File: src/hdl/aflc_pkg.sv
package aflc_pkg;

    // Fixed-point layout of frame values
    localparam int FRAC_BITS   = 16;
    localparam int MAX_FRAMES  = 100000;
    localparam int PROD_FRAC   = 24;                      // Q15.16 * Q8.8
    localparam int PROD_SHIFT  = PROD_FRAC - FRAC_BITS;

    // Field and datapath widths
    localparam int RATE_W  = 16;
    localparam int FRAME_W = 33;                          // unsigned range registers
    localparam int HINT_W  = 17;
    localparam int DELTA_W = 32;
    localparam int POS_W   = 34;                          // signed position
    localparam int PROD_W  = DELTA_W + RATE_W + 1;        // signed product
    localparam int SUM_W   = 42;                          // position + increment
    localparam int RNG_W   = 35;                          // signed start/end, span
    localparam int CFG_W   = 33;
    localparam int IDX_W   = 3;
    localparam int TDATA_W = 40;

    // Remainder unit
    localparam int DIV_STEPS = RNG_W;
    localparam int CNT_W     = $clog2(DIV_STEPS);

    // Register indexes
    localparam logic [IDX_W-1:0] REG_FRAME_RATE  = 3'd0;
    localparam logic [IDX_W-1:0] REG_LOOP_ENABLE = 3'd1;
    localparam logic [IDX_W-1:0] REG_HOLD_ENABLE = 3'd2;
    localparam logic [IDX_W-1:0] REG_FIRST_FRAME = 3'd3;
    localparam logic [IDX_W-1:0] REG_LAST_FRAME  = 3'd4;
    localparam logic [IDX_W-1:0] REG_HINT        = 3'd5;
    localparam logic [IDX_W-1:0] REG_RESTART     = 3'd6;

    // Item kinds
    localparam logic KIND_ADVANCE = 1'b0;
    localparam logic KIND_SET_RUN = 1'b1;

    // Register reset values
    localparam logic [RATE_W-1:0]  RST_FRAME_RATE = 16'd7680;
    localparam logic [FRAME_W-1:0] RST_LAST_FRAME =
        FRAME_W'(MAX_FRAMES) << FRAC_BITS;
    localparam logic [HINT_W-1:0]  RST_HINT       = HINT_W'(MAX_FRAMES);

    localparam logic signed [RNG_W-1:0] ONE_FRAME = RNG_W'(1) << FRAC_BITS;

endpackage

File: src/hdl/animation_frame_loop_counter.sv
// Sequence: a set-running item goes from acceptance to the MUL state, then DONE loads the
// result; an advance item runs multiply, sum, range test, then (when it wraps) the 35-step
// remainder and finish, then the load, which waits until the output is free. One item at a
// time: the next is accepted the cycle after the result loads; the 35 single-bit steps of
// the shared shift/subtract remainder unit set the pace of an advance item.
// Reset (aresetn low, synchronous): position 0, not running, registers to defaults.
module animation_frame_loop_counter (
    input  logic                             aclk,
    input  logic                             aresetn,
    // configuration write port
    input  logic                             cfg_wen,
    input  logic [aflc_pkg::IDX_W-1:0]       cfg_index,
    input  logic [aflc_pkg::CFG_W-1:0]       cfg_wdata,
    // input stream
    input  logic                             s_tvalid,
    output logic                             s_tready,
    input  logic [aflc_pkg::TDATA_W-1:0]     s_tdata,  // [31:0] delta_seconds, [32] run_request
    input  logic                             s_tuser,  // [0] kind
    // result stream
    output logic                             m_tvalid,
    input  logic                             m_tready,
    output logic [aflc_pkg::TDATA_W-1:0]     m_tdata   // [33:0] frame_position, [34] is_running
);

    // Sequencer states
    localparam logic [2:0] ST_IDLE  = 3'd0;
    localparam logic [2:0] ST_MUL   = 3'd1;
    localparam logic [2:0] ST_SUM   = 3'd2;
    localparam logic [2:0] ST_RANGE = 3'd3;
    localparam logic [2:0] ST_DIV   = 3'd4;
    localparam logic [2:0] ST_FIN   = 3'd5;
    localparam logic [2:0] ST_DONE  = 3'd6;

    localparam int POS_W  = aflc_pkg::POS_W;
    localparam int RNG_W  = aflc_pkg::RNG_W;
    localparam int SUM_W  = aflc_pkg::SUM_W;
    localparam int PROD_W = aflc_pkg::PROD_W;

    // Configuration registers
    logic [aflc_pkg::RATE_W-1:0]  frame_rate_reg;
    logic                         loop_enable_reg;
    logic                         hold_enable_reg;
    logic [aflc_pkg::FRAME_W-1:0] first_frame_reg;
    logic [aflc_pkg::FRAME_W-1:0] last_frame_reg;
    logic [aflc_pkg::HINT_W-1:0]  hint_reg;
    logic                         restart_reg;

    // Control state
    logic [2:0]                   state_reg, state_next;
    logic signed [POS_W-1:0]      pos_reg, pos_next;
    logic                         run_reg, run_next;
    logic                         m_valid_reg, m_valid_next;
    logic [aflc_pkg::CNT_W-1:0]   cnt_reg, cnt_next;

    // Payload registers
    logic                         kind_reg;
    logic signed [aflc_pkg::DELTA_W-1:0] delta_reg;
    logic                         req_reg;
    logic signed [PROD_W-1:0]     mul_reg, mul_next;
    logic signed [POS_W-1:0]      sum_reg, sum_next;
    logic signed [RNG_W-1:0]      end_reg, end_next;
    logic signed [RNG_W-1:0]      start_reg, start_next;
    logic signed [RNG_W-1:0]      base_reg, base_next;
    logic                         neg_reg, neg_next;
    logic [RNG_W-1:0]             span_reg, span_next;
    logic [RNG_W-1:0]             dvd_reg, dvd_next;
    logic [RNG_W:0]               rem_reg, rem_next;
    logic [POS_W-1:0]             m_pos_reg, m_pos_next;
    logic                         m_run_reg, m_run_next;

    // Datapath terms
    logic signed [PROD_W-1:0]     inc_full;
    logic signed [SUM_W-1:0]      sum_w;
    logic                         sum_ovf;
    logic signed [RNG_W-1:0]      hint_end;
    logic signed [RNG_W-1:0]      last_ext;
    logic signed [RNG_W-1:0]      end_w;
    logic signed [RNG_W-1:0]      first_ext;
    logic signed [RNG_W-1:0]      pos_ext;
    logic                         below, above, clamp;
    logic [RNG_W:0]               trial;
    logic signed [RNG_W:0]        fin_w;

    assign s_tready = (state_reg == ST_IDLE);
    assign m_tvalid = m_valid_reg;
    assign m_tdata  = {{(aflc_pkg::TDATA_W - POS_W - 1){1'b0}}, m_run_reg, m_pos_reg};

    // Increment, sum and overflow test for saturation
    assign inc_full = mul_reg >>> aflc_pkg::PROD_SHIFT;
    assign sum_w    = SUM_W'(pos_reg) + inc_full[SUM_W-1:0];
    assign sum_ovf  = (sum_w[SUM_W-1:POS_W-1] != {(SUM_W-POS_W+1){sum_w[POS_W-1]}});

    // Play range
    assign first_ext = $signed({{(RNG_W-aflc_pkg::FRAME_W){1'b0}}, first_frame_reg});
    assign last_ext  = $signed({{(RNG_W-aflc_pkg::FRAME_W){1'b0}}, last_frame_reg});
    assign hint_end  = $signed(RNG_W'({hint_reg, {aflc_pkg::FRAC_BITS{1'b0}}}))
                       - (loop_enable_reg ? RNG_W'(0) : aflc_pkg::ONE_FRAME);
    assign end_w     = (last_ext < hint_end) ? last_ext : hint_end;

    // Range test
    assign pos_ext = RNG_W'(pos_reg);
    assign below   = (pos_ext < start_reg);
    assign above   = (pos_ext > end_reg);
    assign clamp   = (!loop_enable_reg && (below || above)) || (start_reg == end_reg);

    // One restoring remainder step
    assign trial = {rem_reg[RNG_W-1:0], dvd_reg[RNG_W-1]};

    // Wrapped result
    assign fin_w = neg_reg ? ((RNG_W+1)'(base_reg) - $signed(rem_reg))
                           : ((RNG_W+1)'(base_reg) + $signed(rem_reg));

    // Sequencer and datapath next values
    always_comb begin
        state_next   = state_reg;
        pos_next     = pos_reg;
        run_next     = run_reg;
        m_valid_next = m_valid_reg;
        cnt_next     = cnt_reg;
        mul_next     = mul_reg;
        sum_next     = sum_reg;
        end_next     = end_reg;
        start_next   = start_reg;
        base_next    = base_reg;
        neg_next     = neg_reg;
        span_next    = span_reg;
        dvd_next     = dvd_reg;
        rem_next     = rem_reg;
        m_pos_next   = m_pos_reg;
        m_run_next   = m_run_reg;

        if (m_valid_reg && m_tready) begin
            m_valid_next = 1'b0;
        end

        unique case (state_reg)
            ST_IDLE: begin
                if (s_tvalid) begin
                    state_next = ST_MUL;
                end
            end
            ST_MUL: begin
                if (kind_reg == aflc_pkg::KIND_SET_RUN) begin
                    if (req_reg != run_reg) begin
                        run_next = req_reg;
                        if (req_reg && restart_reg) begin
                            pos_next = POS_W'(first_frame_reg);
                        end
                    end
                    state_next = ST_DONE;
                end else begin
                    mul_next   = PROD_W'(delta_reg)
                                 * $signed({1'b0, frame_rate_reg});
                    state_next = ST_SUM;
                end
            end
            ST_SUM: begin
                if (sum_ovf) begin
                    sum_next = sum_w[SUM_W-1] ? {1'b1, {(POS_W-1){1'b0}}}
                                              : {1'b0, {(POS_W-1){1'b1}}};
                end else begin
                    sum_next = sum_w[POS_W-1:0];
                end
                end_next   = end_w;
                start_next = (first_ext < end_w) ? first_ext : end_w;
                state_next = ST_RANGE;
            end
            ST_RANGE: begin
                // pos_reg now holds the saturated sum
                span_next = RNG_W'(end_reg - start_reg);
                rem_next  = '0;
                cnt_next  = aflc_pkg::CNT_W'(aflc_pkg::DIV_STEPS - 1);
                if (clamp) begin
                    if (below) begin
                        pos_next = start_reg[POS_W-1:0];
                    end else if (above) begin
                        pos_next = end_reg[POS_W-1:0];
                    end
                    if (!hold_enable_reg) begin
                        run_next = 1'b0;
                    end
                    state_next = ST_DONE;
                end else if (below) begin
                    base_next  = end_reg;
                    neg_next   = 1'b1;
                    dvd_next   = RNG_W'(end_reg - pos_ext);
                    state_next = ST_DIV;
                end else if (above) begin
                    base_next  = start_reg;
                    neg_next   = 1'b0;
                    dvd_next   = RNG_W'(pos_ext - start_reg);
                    state_next = ST_DIV;
                end else begin
                    state_next = ST_DONE;
                end
            end
            ST_DIV: begin
                rem_next = (trial >= {1'b0, span_reg}) ? (trial - {1'b0, span_reg}) : trial;
                dvd_next = {dvd_reg[RNG_W-2:0], 1'b0};
                cnt_next = cnt_reg - aflc_pkg::CNT_W'(1);
                if (cnt_reg == '0) begin
                    state_next = ST_FIN;
                end
            end
            ST_FIN: begin
                pos_next   = fin_w[POS_W-1:0];
                state_next = ST_DONE;
            end
            ST_DONE: begin
                if (!m_valid_reg || m_tready) begin
                    m_pos_next   = pos_reg;
                    m_run_next   = run_reg;
                    m_valid_next = 1'b1;
                    state_next   = ST_IDLE;
                end
            end
            default: begin
                state_next = ST_IDLE;
            end
        endcase

        // saturated sum becomes the working position
        if (state_reg == ST_SUM) begin
            pos_next = (sum_ovf) ? sum_next : sum_w[POS_W-1:0];
        end
    end

    // Control and configuration registers
    always_ff @(posedge aclk) begin
        if (!aresetn) begin
            state_reg       <= ST_IDLE;
            pos_reg         <= '0;
            run_reg         <= 1'b0;
            m_valid_reg     <= 1'b0;
            cnt_reg         <= '0;
            frame_rate_reg  <= aflc_pkg::RST_FRAME_RATE;
            loop_enable_reg <= 1'b1;
            hold_enable_reg <= 1'b0;
            first_frame_reg <= '0;
            last_frame_reg  <= aflc_pkg::RST_LAST_FRAME;
            hint_reg        <= aflc_pkg::RST_HINT;
            restart_reg     <= 1'b1;
        end else begin
            state_reg   <= state_next;
            pos_reg     <= pos_next;
            run_reg     <= run_next;
            m_valid_reg <= m_valid_next;
            cnt_reg     <= cnt_next;
            if (cfg_wen) begin
                unique case (cfg_index)
                    aflc_pkg::REG_FRAME_RATE:  frame_rate_reg  <= cfg_wdata[aflc_pkg::RATE_W-1:0];
                    aflc_pkg::REG_LOOP_ENABLE: loop_enable_reg <= cfg_wdata[0];
                    aflc_pkg::REG_HOLD_ENABLE: hold_enable_reg <= cfg_wdata[0];
                    aflc_pkg::REG_FIRST_FRAME: first_frame_reg <= cfg_wdata;
                    aflc_pkg::REG_LAST_FRAME:  last_frame_reg  <= cfg_wdata;
                    aflc_pkg::REG_HINT:        hint_reg        <= cfg_wdata[aflc_pkg::HINT_W-1:0];
                    aflc_pkg::REG_RESTART:     restart_reg     <= cfg_wdata[0];
                    default: ;
                endcase
            end
        end
    end

    // Payload registers
    always_ff @(posedge aclk) begin
        if (s_tvalid && s_tready) begin
            kind_reg  <= s_tuser;
            delta_reg <= $signed(s_tdata[aflc_pkg::DELTA_W-1:0]);
            req_reg   <= s_tdata[aflc_pkg::DELTA_W];
        end
        mul_reg   <= mul_next;
        sum_reg   <= sum_next;
        end_reg   <= end_next;
        start_reg <= start_next;
        base_reg  <= base_next;
        neg_reg   <= neg_next;
        span_reg  <= span_next;
        dvd_reg   <= dvd_next;
        rem_reg   <= rem_next;
        m_pos_reg <= m_pos_next;
        m_run_reg <= m_run_next;
    end

    // Remainder stays below the span throughout the division
    a_rem_below_span: assert property (@(posedge aclk) disable iff (!aresetn)
        (state_reg == ST_DIV) |-> (rem_reg < {1'b0, span_reg}))
        else $error("remainder not below span");

    // Only one item in flight
    a_one_item: assert property (@(posedge aclk) disable iff (!aresetn)
        (s_tvalid && s_tready) |=> !s_tready)
        else $error("second item accepted while busy");

    // A new result appears only when the sequencer finishes an item
    a_result_source: assert property (@(posedge aclk) disable iff (!aresetn)
        $rose(m_tvalid) |-> $past(state_reg == ST_DONE))
        else $error("result without finished item");

endmodule
File: config.mk
export PLATFORM = sky130hd
export DESIGN_NAME = animation_frame_loop_counter
export DESIGN_NICKNAME = d
export VERILOG_FILES = /design/src/hdl/aflc_pkg.sv /design/src/hdl/animation_frame_loop_counter.sv
export SDC_FILE = /design/constraint.sdc
export NUM_CORES = 2
export LEC_CHECK = 0
export BUFFER_PORTS_ARGS = -buffer_cell sky130_fd_sc_hd__buf_2
export CAP_MARGIN = 25
export CORE_ASPECT_RATIO = 1.5
export CORE_UTILIZATION = 55
export CTS_BUF_LIST = sky130_fd_sc_hd__clkbuf_4
export CTS_CLUSTER_DIAMETER = 30
export DETAILED_ROUTE_END_ITERATION = 12
export PLACE_DENSITY = 0.83
export SYNTH_ARGS = -nofsm -noshare
export SYNTH_HDL_FRONTEND = slang
export SYNTH_SLANG_ARGS = --single-unit
File: constraint.sdc
create_clock -name aclk -period 17.8 [get_ports aclk]
set_input_delay 0.89 -clock aclk [delete_from_list [all_inputs] [get_ports aclk]]
set_output_delay 0.89 -clock aclk [all_outputs]
set_load 0.03 [all_outputs]
Word level (Yosys, flattened, before mapping). Cells that the tools add are included.

Logic and storage cells: 145. Register bits: 509. Input bits: 82. Output and inout port bits: 42.

$lt $le $gt $ge: 5. Multiplexer cells: 42. Equal/unequal tests: 29. Multiply operators: 1. Bitwise operators: 2. Reductions and logical operators: 30. $add $sub $neg: 9.

Operators by type and width (number): 34-bit 2-to-1 mux (14); 35-bit 2-to-1 mux (5); 35-bit one-hot mux with 2 select lines (2); 34-bit one-hot mux with 3 select lines (1); 34-bit by 35-bit less-than comparator with 1-bit output (2); 35-bit subtractor (2); 32-bit by 17-bit multiplier with 49-bit output (1); 34-bit by 41-bit adder with 42-bit output (1); 36-bit by 35-bit >= comparator with 1-bit output (1); 35-bit == test (1); 34-bit by 35-bit greater-than comparator with 1-bit output (1); 34-bit by 35-bit subtractor with 35-bit output (1); 35-bit by 34-bit subtractor with 35-bit output (1); 34-bit adder (1); 34-bit less-than comparator (1); 33-bit by 17-bit subtractor with 34-bit output (1); 34-bit subtractor (1); 33-bit 2-to-1 mux (1); 3-bit one-hot mux with 7 select lines (1); 3-bit == test (second input constant) (6); 2-bit AND reduction (9); 17-bit 2-to-1 mux (1); 2-bit != test (second input constant) (8); 3-bit != test (second input constant) (5); 22 further kinds (50).

Longest topological paths before layout.
Depth in word-level cells: 7. Mapped depth: 34.

Worst setup path before layout. Ideal clock, no wire load.

Kind: reg-to-reg. Start point: reg loop_enable_reg. End point: reg start_reg[25] (data pin). Data required time: 17.540 ns. Slack: 10.564 ns. Cell stages (with the launch flop): 35. Period minus slack after synthesis: 7.236 ns. Data arrival time: 6.976 ns. Path through: dfxtp_1 -> inv_1 -> ha_1 -> ha_1 -> or4b_2 -> or3_1 -> nor4_1 -> xor2_1 -> inv_1 -> ha_1 -> nand3_1 -> a221oi_1 -> a2111oi_0 -> maj3_1 -> a21oi_1 -> o32a_1 -> nor2_1 -> ha_1 -> clkbuf_1 -> buf_1 -> clkbuf_1 -> nand2_1 -> ha_1 -> a21o_1 -> a21o_1 -> a21o_1 -> a21o_1 -> a21oi_1 -> nor2b_1 -> o21ai_0 -> nand2_1 -> o21ai_0 -> a22oi_1 -> clkbuf_1 -> mux2_2.

Longest elaborated chain between the ends: 6.

Ends and longest elaborated chain: start: declaration (line animation_frame_loop_counter.sv:41) `logic loop_enable_reg;`; start signal: assignment (line animation_frame_loop_counter.sv:252) `aflc_pkg::REG_LOOP_ENABLE: loop_enable_reg <= cfg_wdata[0];`; 17-bit 2-to-1 mux (*) (line animation_frame_loop_counter.sv:97) `- (loop_enable_reg ? RNG_W'(0) : aflc_pkg::ONE_FRAME);`; 33-bit by 17-bit subtractor with 34-bit output (*) (line animation_frame_loop_counter.sv:97); 34-bit less-than comparator (line animation_frame_loop_counter.sv:98) `assign end_w = (last_ext < hint_end) ? last_ext : hint_end;`; 35-bit 2-to-1 mux (*) (line animation_frame_loop_counter.sv:98); 34-bit by 35-bit less-than comparator with 1-bit output (line animation_frame_loop_counter.sv:165) `start_next = (first_ext < end_w) ? first_ext : end_w;`; 33-bit 2-to-1 mux (*) (line animation_frame_loop_counter.sv:165); end signal: assignment (line animation_frame_loop_counter.sv:274) `start_reg <= start_next;`; end: declaration (line animation_frame_loop_counter.sv:62) `logic signed [RNG_W-1:0] start_reg, start_next;`.

Every way passes the cells marked *; elsewhere a longest branch is shown, timed or not. A chain may end at the register's enable or synchronous reset.

Worst setup path in the final report.
Start point: reg loop_enable_reg. End point: reg start_reg[31] (data pin).

Longest elaborated chain between the ends: 6.

Ends and longest elaborated chain: 17-bit 2-to-1 mux (*) (line animation_frame_loop_counter.sv:97); 33-bit by 17-bit subtractor with 34-bit output (*) (line animation_frame_loop_counter.sv:97); 34-bit less-than comparator (line animation_frame_loop_counter.sv:98); 35-bit 2-to-1 mux (*) (line animation_frame_loop_counter.sv:98); named net end_w[28] (line animation_frame_loop_counter.sv:77) `logic signed [RNG_W-1:0] end_w;`; 34-bit by 35-bit less-than comparator with 1-bit output (*) (line animation_frame_loop_counter.sv:165); 33-bit 2-to-1 mux (*) (line animation_frame_loop_counter.sv:165).

Mark *: on every way through the listed nets, which the timed path passes. The rest lies on a longest branch.

==> impl_metrics.env <==
export IMPL_final_nets=6697
export IMPL_slowest_delay_ns=0.96
export IMPL_synth_async_reset_ratio=0
export IMPL_fillers=7502
export IMPL_insertion_delay_ns=1.05
export IMPL_cts_buffer_depth=3
export IMPL_die_area_sq_um=91200
export IMPL_place_congestion=1.04
export IMPL_grt_max_degree=95
export IMPL_timing_rr_end="start_reg[31]$_DFFE_PP_"
export IMPL_drtAntennaViolNets=0
export IMPL_synth_top_family_by_area="adder cells"
export IMPL_syn_area_sq_um=49500
export IMPL_grt_pass1_wl_um=233000
export IMPL_dr_pass1_iters=12
export IMPL_reg2regPathDepth=27
export IMPL_path_max_fanout=33
export IMPL_ys_seq_area_frac=0.252
export IMPL_crit_buf_inv=5
export IMPL_numCtsBuffers=118
export IMPL_crit_type="flop to flop"
export IMPL_finalCriticalPeriod_ns=8.36
export IMPL_critPathSlowestCell="mux2i_1"
export IMPL_holdBufCountCts=31
export IMPL_setup_tns_ns=0
export IMPL_cts_resized=0
export IMPL_worst_hold_path_num_cells=1
export IMPL_wl_per_cell_um=21.5
export IMPL_layout_common_cells="inv_1, nand2_1, fa_1, a21oi_1, ha_1"
export IMPL_cp_start_kind="flop"
export IMPL_boundaryPins=124
export IMPL_holdWs_ns=0.0561
export IMPL_core_sq_um=89000
export IMPL_synth_area_top_cells="fa_1, edfxtp_1, ha_1"
export IMPL_dp_cells=6748
export IMPL_synth_xor_area_share=0.0421
export IMPL_dominantRegCellSynth="edfxtp_1"
export IMPL_final_util=0.597
export IMPL_viasPerCell=5.97
export IMPL_maxSlewViolCount=0
export IMPL_slew_headroom=0.232
export IMPL_r2r_start="loop_enable_reg$_SDFFE_PN1P_"
export IMPL_holdCritPathClass="input pin to flop"
export IMPL_initial_core_util=0.556
export IMPL_vdd_ir_drop_worst_mv=0.164
export IMPL_synth_adder_area_share=0.295
export IMPL_netlist_top_cell_by_area="fa_1"
export IMPL_yosys_warnings=0
export IMPL_min_delay_start="s_tdata[14]"
export IMPL_maxCapViolCount=0
export IMPL_port_buffers=111
export IMPL_holdPathEnd="delta_reg[14]$_DFFE_PP_"
export IMPL_drc=16
export IMPL_r2r_slack_ns=9.44
export IMPL_rows=134
export IMPL_cts_root_buf="clkbuf_4"
export IMPL_worst_pin_slew_ns=1.12
export IMPL_worst_path_most_repeated_cell="ha_1"
export IMPL_syn2layout_area_growth_pct=7.33
export IMPL_worstPathRequired_ns=18.55
export IMPL_ys_ff_latch=465
export IMPL_leakagePower_nw=24.1
export IMPL_critical_path_top_delay_family="simple AND/OR/NAND/NOR gates"
export IMPL_drt_wl_total_um=151000
export IMPL_antenna_found_initial=11
export IMPL_synth_compound_area_frac=0.152
export IMPL_fin_crit_sh=0.470
export IMPL_finalNonFillerCells=7007
export IMPL_synth_avg_cell_area_sq_um=8.73
export IMPL_drive_gt1_frac=0.0779
export IMPL_setup_viol=0
export IMPL_yosys_area_share_simple=0.156
export IMPL_grt_usage=0.336
export IMPL_ys_types=82
export IMPL_die_x_um=247
export IMPL_power_mw=9.73
export IMPL_synth_enable_flop_cells=318
export IMPL_synth_cells=5667
export IMPL_synth_top_area_frac=0.199
export IMPL_dp_hpwl_um=116000
export IMPL_fmax_mhz=120
export IMPL_drtIter0Drc=3193
export IMPL_cts_max_level=3
export IMPL_vias=41799
export IMPL_post_cts_setup_buffers=0
export IMPL_clock_sinks=465
export IMPL_layout_commonest_cell="inv_1"
export IMPL_powerDensity_nw_per_um2=183
export IMPL_critPathArrivalTime_ns=9.12
export IMPL_skew_ns=0.0677
export IMPL_cts_tree="yes"
export IMPL_overflow=0
export IMPL_dieHeight_um=369
export IMPL_rsz0062_at_grt="no"
export IMPL_hold_violations=0
export IMPL_grt_pass1_vias=43294
export IMPL_status="complete, but fails checks"
export IMPL_largest_reg_flops=41
export IMPL_failed_checks="DRC"
export IMPL_synth_mux_area_frac=0.0148
export IMPL_cp_end_kind="flop"
export IMPL_clk_pin_slew_ns=0.07
-- worst reg2reg max path, cell delays in order (launching register included) --
cell	delay, ns
dfxtp_1	0.45
inv_1	0.16
ha_1	0.17
ha_1	0.19
or4b_2	0.64
or3_1	0.40
nor4_1	0.26
xor2_1	0.24
inv_1	0.07
ha_1	0.31
nand3_1	0.10
a221oi_1	0.07
a2111oi_0	0.54
maj3_1	0.28
a21oi_1	0.06
o32a_1	0.28
nor2_1	0.11
ha_1	0.33
buf_4	0.41
mux2i_1	0.97
inv_1	0.11
ha_1	0.34
nand4_1	0.17
nor3_1	0.22
o21ai_0	0.13
a22oi_2	0.17
buf_4	0.46
mux2_2	0.46
-- worst max-delay path by stage --
stage,depth (start not counted),startpoint,to
finish,27,loop_enable_reg$_SDFFE_PN1P_,start_reg[31]$_DFFE_PP_
floorplan,34,loop_enable_reg$_SDFFE_PN1P_,start_reg[25]$_DFFE_PP_
global placement,23,delta_reg[11]$_DFFE_PP_,mul_reg[44]$_DFFE_PP_
detailed placement,23,delta_reg[12]$_DFFE_PP_,mul_reg[44]$_DFFE_PP_
global route,23,delta_reg[5]$_DFFE_PP_,mul_reg[44]$_DFFE_PP_
CTS,23,frame_rate_reg[10]$_SDFFE_PN1P_,mul_reg[44]$_DFFE_PP_
-- metrics by stage --
stage | worst slack, ns | instance area [sq um]
after CTS | 9.63 | 53000
after global routing | 9.13 | 53100
final | 9.44 | 53100
after floorplan | 10.56 | 49500
after detailed placement | 9.66 | 51000
after global placement | 9.83 | 51000
-- cell usage after synthesis (109+ instances only) --
library cell and n:
and2_1 166, dfxtp_1 147, xnor2_1 173, a21oi_1 422
o21ai_0 248, clkbuf_1 207, a21o_1 109, ha_1 376
fa_1 493, inv_1 894, nand2_1 848, edfxtp_1 318
nor2_1 238
-- layer usage --
layer,vias to the layer above,GRT usage,routed length [um]
li1,19095,-,-
met1,20154,0.349,51200
met2,1864,0.584,74300
met3,674,0.0664,11300
met4,12,0.271,14000
met5,-,0,61
-- report_power, final --
group          internal (mW)  switching (mW)
Sequential              1.67           0.243
Clock                  0.596           0.494
Combinational           2.73            4.00
-- layout make-up --
type	count	area, sq um	area share
clock inverters	50	509	0.00958
diodes	8	20.0	0.000377
repair buffers	195	1300	0.0245
inverters	894	3360	0.0632
flip-flops and latches	465	12500	0.235
well taps	1156	1450	0.0272
clock buffers	167	1250	0.0236
multi-input cells	4072	32700	0.616
-- logic make-up (layout without fill, tap and decap cells) --
logic type | Yosys count | count (layout)
XOR/XNOR | 237 | 237
AND/OR/NAND/NOR | 1691 | 1691
AO/OA/AOI/OAI | 1202 | 1202
other | 1 | 13
multiplexers | 67 | 67
flip-flops | 465 | 465
buffers and inverters | 1134 | 1306
adder cells (fa/ha/maj) | 870 | 870
Note: power is estimated with default switching activity, not from simulation.
